$ cat src/rtl/core/wtp_pkg.sv
// Shared types and constants of the waveform table player.
package wtp_pkg;

   localparam int PERIOD_W     = 20;
   localparam int MAX_POINTS_W = 11;
   localparam int CSR_ADDR_W   = 4;
   localparam int CSR_DATA_W   = 32;

   localparam logic [PERIOD_W-1:0]     PERIOD_RESET     = 20'd100;
   localparam logic [MAX_POINTS_W-1:0] MAX_POINTS_RESET = 11'd1024;
   localparam logic                    TARGET_OK_RESET  = 1'b1;

   typedef enum logic [1:0] {
      OP_TICK  = 2'd0,
      OP_LOAD  = 2'd1,
      OP_START = 2'd2,
      OP_STOP  = 2'd3
   } opcode_type;

   typedef enum logic [1:0] {
      CSR_PERIOD     = 2'd0,
      CSR_MAX_POINTS = 2'd1,
      CSR_TARGET_OK  = 2'd2
   } csr_index_type;

   // controller -> datapath
   typedef struct packed {
      logic capture;   // latch the incoming request
      logic execute;   // execute cycle, update result flags
      logic count_dec;
      logic count_reload;
      logic emit;      // read table at play index, flag a sample
      logic advance;
      logic halt;      // clear running and play index
      logic launch;    // set running, play index to zero
      logic store;     // write sample at load count
      logic close;     // point count from load count
   } dp_cmd_type;

   // datapath -> controller
   typedef struct packed {
      opcode_type opcode;
      logic       last;
      logic       running;
      logic       count_expired;
      logic       table_nonempty;
      logic       load_room;
      logic       index_at_end;
   } dp_status_type;

endpackage

$ cat src/rtl/core/wtp_ctrl.sv
// Controller state machine: sequences a request and decides its actions.
module wtp_ctrl (
   input  logic                   clock,
   input  logic                   reset,
   input  logic                   start,
   input  logic                   target_ok,
   input  wtp_pkg::dp_status_type status,
   output wtp_pkg::dp_cmd_type    cmd,
   output logic                   busy,
   output logic                   rsp_valid
);

   typedef enum logic [2:0] {
      ST_IDLE = 3'b001,
      ST_EXEC = 3'b010,
      ST_RESP = 3'b100
   } state_type;

   state_type state_ff, state_in;

   logic is_tick, is_load, is_start, is_stop;
   logic start_ok, beat_active, exec;

   always_comb begin
      state_in = state_ff;
      case (state_ff)
         ST_IDLE: begin
            if (start) state_in = ST_EXEC;
         end
         ST_EXEC: begin
            state_in = ST_RESP;
         end
         ST_RESP: begin
            state_in = start ? ST_EXEC : ST_IDLE;
         end
         default: begin
            state_in = ST_IDLE;
         end
      endcase
   end

   always_ff @(posedge clock) begin
      if (reset) begin
         state_ff <= ST_IDLE;
      end else begin
         state_ff <= state_in;
      end
   end

   assign busy      = (state_ff == ST_EXEC);
   assign rsp_valid = (state_ff == ST_RESP);
   assign exec      = busy;

   assign is_tick  = (status.opcode == wtp_pkg::OP_TICK);
   assign is_load  = (status.opcode == wtp_pkg::OP_LOAD);
   assign is_start = (status.opcode == wtp_pkg::OP_START);
   assign is_stop  = (status.opcode == wtp_pkg::OP_STOP);

   // start beats at once; a tick beats when the countdown runs out
   assign start_ok    = is_start && !status.running && status.table_nonempty;
   assign beat_active = (is_tick && status.count_expired && status.running) || start_ok;

   always_comb begin
      cmd              = '0;
      cmd.capture      = start && !busy;
      cmd.execute      = exec;
      cmd.count_dec    = exec && is_tick && !status.count_expired;
      cmd.count_reload = exec && ((is_tick && status.count_expired) || start_ok);
      cmd.emit         = exec && beat_active && target_ok;
      cmd.advance      = exec && beat_active && target_ok && !status.index_at_end;
      cmd.halt         = exec && ((beat_active && (!target_ok || status.index_at_end))
                                  || is_stop);
      cmd.launch       = exec && start_ok;
      cmd.store        = exec && is_load && !status.running && status.load_room;
      cmd.close        = exec && is_load && !status.running && status.last;
   end

endmodule

$ cat config.mk
export PLATFORM = sky130hd
export DESIGN_NAME = wtp_ctrl
export DESIGN_NICKNAME = d
export VERILOG_FILES = /design/src/rtl/core/wtp_pkg.sv /design/src/rtl/core/wtp_ctrl.sv
export SDC_FILE = /design/constraint.sdc
export NUM_CORES = 1
export LEC_CHECK = 0
export BUFFER_PORTS_ARGS = -buffer_cell sky130_fd_sc_hd__buf_2
export CORE_AREA = 2 2 39 41
export DETAILED_ROUTE_END_ITERATION = 16
export DIE_AREA = 0 0 41 43
export SLEW_MARGIN = 30
export SYNTH_ARGS = -nofsm -noshare
export SYNTH_HDL_FRONTEND = slang
export SYNTH_SLANG_ARGS = --single-unit
$ cat constraint.sdc
create_clock -name clock -period 1.9 [get_ports clock]
set_input_delay 0.57 -clock clock [delete_from_list [all_inputs] [get_ports clock]]
set_output_delay 0.57 -clock clock [all_outputs]
set_load 0.02 [all_outputs]
==> out/metrics.cfg, run 1 <==
[final_layout]
mostFrequentLayoutCell=buf_4
num_antenna_cells=0
utilization_pct=43.7
instances_no_fill=84
largest_reg_flops=3
final_layout_size_suffix_gt1_share_pct=76.5
area_growth_pct=143
regMostFlops=state_ff
top_regs=state_ff x3
n_fill_cell=143
nets=81
regArea_um2=62.6
final_cell_mix=17 x buf_4, 14 x buf_2, 6 x buf_6
multi_input_area_um2=224

[critical_path]
reg2reg_slack_ns=0.61
cpMaxStageDelayCell=or3b_4
r2r-end=state_ff[0]$_SDFFE_PP1P_
crit_type=flip-flop to output port
r2r_start=state_ff[2]$_SDFFE_PP0P_
path_delay_family=simple AND/OR/NAND/NOR gates
cp_common_cell=buf_6
startpoint_type=flip-flop
path_max_fanout=3
cp_cell_sequence=or3b_4 -> buf_6 -> nor4b_4 -> and2_4 -> buf_6
required_ns=1.33
cp-end-kind=output port
critPathBufInv=2
arrival_ns=1.58
cpPeakStageDelay_ns=0.40
worstRegToRegCells=5

[timing]
final_hold_viol_count=0
relSlewSlack_pct=70.2
drv_slew=0
fmax_mhz=466
setup_violations=11
skew_ns=0.000309
post-route-period-util_pct=113
timing.hold.ws_ns=0.503
layout_setup_ws_ns=-0.248
tightest_slew_ns=0.447
min_period_ns=2.15
rsz0062_at_grt=true

[synth]
syn_area_per_cell_um2=8.59
ys_ff_latch=3
syn-cell-area_um2=249
netlist_instances=29
synth.distinct_cells=19
synth_nets=41
yosysWarnings=0
yosysSeqAreaShare_pct=24.1

[routing]
drt_iter0_markers=6
vias=372
dr.pass1.iters=4
ant_nets=0
route.detailed.drc=0
wire_per_inst_um=10.0
wl_um=843
routed_via_density=4.43

[placement]
place.gp.congestion=0.718
io_buffers=23
hpwl_um=687
dp_cells=80

[floorplanning]
core_area_mm2=0.00138
start_util_pct=18.0
die_w_um=41
io-pin-count=24
die_area_mm2=0.00176
fp.dieH_um=43
rows=14

[pwr]
p_leak_nw=0.287
vdd_drop_max_mv=0.215
powerDensity_mw_per_mm2=417
finalPower_mw=0.252

[global_routing]
antenna_found_initial=0
grt_max_degree=8
grt_pass1_vias=377
overflow=0
track_usage_pct=11.3
grt_pass1_wl_um=1350

[clock_tree]
clkSinkCount=3
cts_buffers=3
postCtsHoldBufs=0
post_cts_buffers=0
cts_root_buffer=clkbuf_4
tritoncts=done
clockBufferDepth=2
clock_latency_ns=0.23
cts_max_level=1
clk_pin_slew_ns=0.04

[outcome]
status=finished, violations left
violations=negative setup slack

[min_path]
hold_end=state_ff[1]$_SDFFE_PP0P_
hp-start=state_ff[1]$_SDFFE_PP0P_
min_path_cells=2
min_path_type=flip-flop to flip-flop

[flow_run]
maxCapViolations=0

[cell type report]
class | instances | share of cell area, %
timing repair buffer | 37 | 43.9
multi-input combinational | 23 | 37.1
sequential | 3 | 10.4
clock buffer | 4 | 4.35
tap | 16 | 3.31
inverter | 1 | 1.04
[through the flow]
stage	TNS [ns]	worst slack (ns)	area, um2
2_1_floorplan	-0.0712	-0.0538	284
3_3_place_gp	-0.490	-0.117	505
3_5_place_dp	-0.578	-0.136	505
4_1_cts	-2.13	-0.254	587
5_1_grt	-2.66	-0.335	604
6_report	-2.02	-0.248	604
[per-layer routing]
layer | part of all wire, % | global-route usage [%]
met5 | 0 | 0
met3 | 3.8 | 3.66
met1 | 34 | 9.58
met4 | 0 | 9.33
met2 | 62 | 19.4
[how the worst max path moves through the flow]
stage | start | endpoint | slack, ns | cells after the start
3_3_place_gp | status[4] | cmd[5] | -0.12 | 5
5_1_grt | state_ff[2]$_SDFFE_PP0P_ | cmd[1] | -0.33 | 5
2_1_floorplan | status[4] | cmd[5] | -0.05 | 3
4_1_cts | state_ff[2]$_SDFFE_PP0P_ | cmd[1] | -0.25 | 5
3_5_place_dp | status[4] | cmd[5] | -0.14 | 5
6_report | state_ff[2]$_SDFFE_PP0P_ | cmd[0] | -0.25 | 5
[cell usage after synthesis]
cell	n	area [um2]
and2_1	3	18.8
dfxtp_1	3	60.1
nor2_1	3	11.3
nor3b_1	2	15.0
nor4_1	2	12.5
nor4b_1	2	17.5
or3b_1	2	17.5
a21oi_1	1	5.00
and3b_1	1	8.76
buf_4	1	7.51
buf_6	1	11.3
inv_1	1	3.75
nand2_1	1	3.75
nand2b_1	1	6.26
nor2b_1	1	6.26
nor3_1	1	5.00
nor4b_4	1	23.8
o22ai_1	1	6.26
xnor2_1	1	8.76
[repair_timing]
item                       CTS  global route
setup endpoints to repair   11            11
pin swaps                    4             3
gates resized for setup     18             5
[logic make-up (layout without fill, tap and decap cells)]
kind of cell | Yosys count | after routing | synth area share [%]
compound gates | 2 | 2 | 4.52
xor+xnor | 1 | 1 | 3.52
buf+inv | 3 | 42 | 9.04
flops | 3 | 3 | 24.1
simple gates | 20 | 20 | 58.8
[power breakdown]
group	leakage, nW	total (mW)	internal [mW]	switching (mW)
Sequential	0.0255	0.0688	0.0672	0.00156
Combinational	0.246	0.0718	0.0389	0.0328
Clock	0.0150	0.111	0.0787	0.0327
[tightest hold or removal path: stages (launching register included)]
cell and delay, ns:
dfxtp_2 0.31, buf_4 0.10, nor4b_1 0.05
Note: power is estimated with default switching activity, not from simulation.
==> run 2, diff against run 1 <==
--- a/config.mk
+++ b/config.mk
@@ -5,10 +5,12 @@
 export SDC_FILE = /design/constraint.sdc
 export NUM_CORES = 1
 export LEC_CHECK = 0
-export BUFFER_PORTS_ARGS = -buffer_cell sky130_fd_sc_hd__buf_2
+export BUFFER_PORTS_ARGS = -buffer_cell sky130_fd_sc_hd__buf_4
+export CAP_MARGIN = 20
 export CORE_AREA = 2 2 39 41
 export DETAILED_ROUTE_END_ITERATION = 16
 export DIE_AREA = 0 0 41 43
+export HOLD_SLACK_MARGIN = 0.12
 export SLEW_MARGIN = 30
 export SYNTH_ARGS = -nofsm -noshare
 export SYNTH_HDL_FRONTEND = slang
==> run 2 against run 1 <==
The run still ends with negative setup slack left. Critical endpoint is now cmd[1]. Fmax fell by 0.83%. Global-route usage fell by 0.19 points. Critical path depth did not move. Largest power group unchanged.
==> out/metrics.cfg, run 2 (synthesis gave the netlist of run 1 again) <==
[timing]
relSlewSlack_pct=76.1  ; +5.9 points
final_hold_viol_count=0  ; unchanged
drv_slew=0  ; unchanged
tightest_slew_ns=0.354  ; -0.0937 ns
post-route-period-util_pct=114  ; +0.94 points
skew_ns=0.00106  ; +0.000754 ns
rsz0062_at_grt=true
setup_tns_ns=-2.17  ; -0.152 ns
fmax_mhz=462  ; -0.83%
setup_violations=11  ; unchanged
layout_setup_ws_ns=-0.266  ; -0.0179 ns
min_period_ns=2.17  ; +0.0179 ns

[floorplanning]
io-pin-count=24  ; unchanged
core_area_mm2=0.00138  ; unchanged
die_area_mm2=0.00176  ; unchanged
die_w_um=41  ; unchanged
start_util_pct=18.0  ; unchanged
rows=14  ; unchanged
fp.dieH_um=43  ; unchanged

[final_layout]
area_growth_pct=176
mostFrequentLayoutCell=buf_4
final_cell_mix=32 x buf_4, 9 x buf_6, 3 x and2_1, 3 x nor2_1, 3 x clkbuf_4
num_antenna_cells=0  ; unchanged
nets=85  ; +4.9%
final_layout_size_suffix_gt1_share_pct=76.4  ; -0.082 points
multi_input_area_um2=234  ; +4.5%
utilization_pct=49.6  ; +6.0 points
regMostFlops=state_ff
regArea_um2=61.3  ; -2.0%
n_fill_cell=131  ; -8.4%
top_regs=state_ff x3
largest_reg_flops=3  ; unchanged

[placement]
place.gp.congestion=0.709  ; -1.2%
hpwl_um=697  ; +1.4%
place_ws_ns=-0.187  ; -0.0508 ns
io_buffers=23  ; unchanged

[routing]
wire_per_inst_um=9.36  ; -6.7%
ant_nets=0  ; unchanged
drt_iter0_markers=0  ; -6
vias=372  ; unchanged
route.detailed.drc=0  ; unchanged
routed_via_density=4.23  ; -4.5%
wl_um=824  ; -2.3%
dr.pass1.iters=1  ; -3

[clock_tree]
clockBufferDepth=2  ; unchanged
cts_root_buffer=clkbuf_4
clk_pin_slew_ns=0.03  ; about the same
clock_latency_ns=0.23  ; about the same
cts_max_level=1  ; unchanged
cts_buffers=3  ; unchanged
clkSinkCount=3  ; unchanged
tritoncts=done
postCtsHoldBufs=0  ; unchanged

[critical_path]
worstRegToRegCells=6  ; +1
cpMaxStageDelayCell=or3b_4
path_max_fanout=4  ; +1
cp-end-kind=output port
arrival_ns=1.60  ; +0.02 ns
crit_type=flip-flop to output port
startpoint_type=flip-flop
required_ns=1.33  ; about the same
cpPeakStageDelay_ns=0.42  ; +0.02 ns
cp_cell_sequence=or3b_4 -> buf_6 -> nor4b_4 -> and2_1 -> buf_6
cp_common_cell=buf_6

[global_routing]
track_usage_pct=11.1  ; -0.19 points
antenna_found_initial=0  ; unchanged
overflow=0  ; unchanged
grt_max_degree=6  ; -2
grt_pass1_wl_um=1310  ; -2.5%
grt_pass1_vias=370  ; -1.9%

[pwr]
p_leak_nw=0.326  ; +14%
clock_power_share_pct=40.9  ; -3.3 points
seq_power_share_pct=26.3  ; -1.0 points
switching_share_pct=24.8  ; -1.8 points
p_int_mw=0.197  ; +6.4%
vdd_drop_max_mv=0.302  ; +40%
p_comb_share_pct=32.8  ; +4.3 points
switchingPower_mw=0.0649  ; -3.3%
powerDensity_mw_per_mm2=381  ; -8.6%
finalPower_mw=0.262  ; +3.9%

[min_path]
min_path_type=flip-flop to flip-flop
min_path_cells=2  ; unchanged

[outcome]
status=finished, violations left
violations=negative setup slack

[flow_run]
maxCapViolations=0  ; unchanged

==> run 2: final timing paths <==
check | start | to | slack [ns]
max | state_ff[2]$_SDFFE_PP0P_ | cmd[1] | -0.27
min | state_ff[1]$_SDFFE_PP0P_ | state_ff[1]$_SDFFE_PP0P_ | 0.51
max reg2reg | state_ff[2]$_SDFFE_PP0P_ | state_ff[0]$_SDFFE_PP1P_ | 0.53
min reg2reg | state_ff[1]$_SDFFE_PP0P_ | state_ff[1]$_SDFFE_PP0P_ | 0.51
==> run 2: power groups by stage <==
stage | Clock, mW | Sequential, mW | Combinational (mW)
final | 0.107 | 0.0688 | 0.0857
after global routing | 0.120 | 0.0689 | 0.0923
after CTS | 0.114 | 0.0684 | 0.0828
after detailed placement | 0 | 0.0692 | 0.0757
after global placement | 0 | 0.0692 | 0.0749
after floorplan | 0 | 0.0699 | 0.0239
==> run 2: per-layer routing <==
| layer | vias up | part of all wire (%) | track usage, % |
|---|---|---|---|
| met5 | - | 0 | 0 |
| met1 | 174 | 35 | 12.2 |
| li1 | 189 | - | - |
| met2 | 7 | 59 | 17.2 |
| met4 | 0 | 0.85 | 8.00 |
| met3 | 2 | 4.6 | 3.14 |
==> run 2: area by class of cell <==
class                      count  area share [%]
sequential                     3            8.93
clock buffer                   4            3.83
inverter                       1           0.546
multi-input combinational     23            34.1
tap                           16            2.91
timing repair buffer          41            49.7
==> run 2: through the flow <==
| step | instance area (um2) | std cells | hold WS [ns] |
|---|---|---|---|
| after detailed placement | 578 | 82 | 0.519 |
| after CTS | 658 | 87 | 0.520 |
| after global routing | 687 | 88 | 0.521 |
| after floorplan | 284 | 29 | 0.424 |
| after global placement | 578 | 82 | 0.513 |
| final | 687 | 88 | 0.511 |
==> run 2: what timing repair did <==
| action | CTS | global route |
|---|---|---|
| setup endpoints to repair | 9 | 11 |
| setup buffers | 2 | 1 |
| pin swaps | 4 | 1 |
| resized for setup | 10 | 6 |
| endpoints found under the hold margin | 0 | 0 |
==> run 2: critical path, delay by kind of cell, from the launching register on <==
family	cells	cell delay [ns]
simple gates	3	0.82
buf+inv	2	0.26
flops	1	0.30
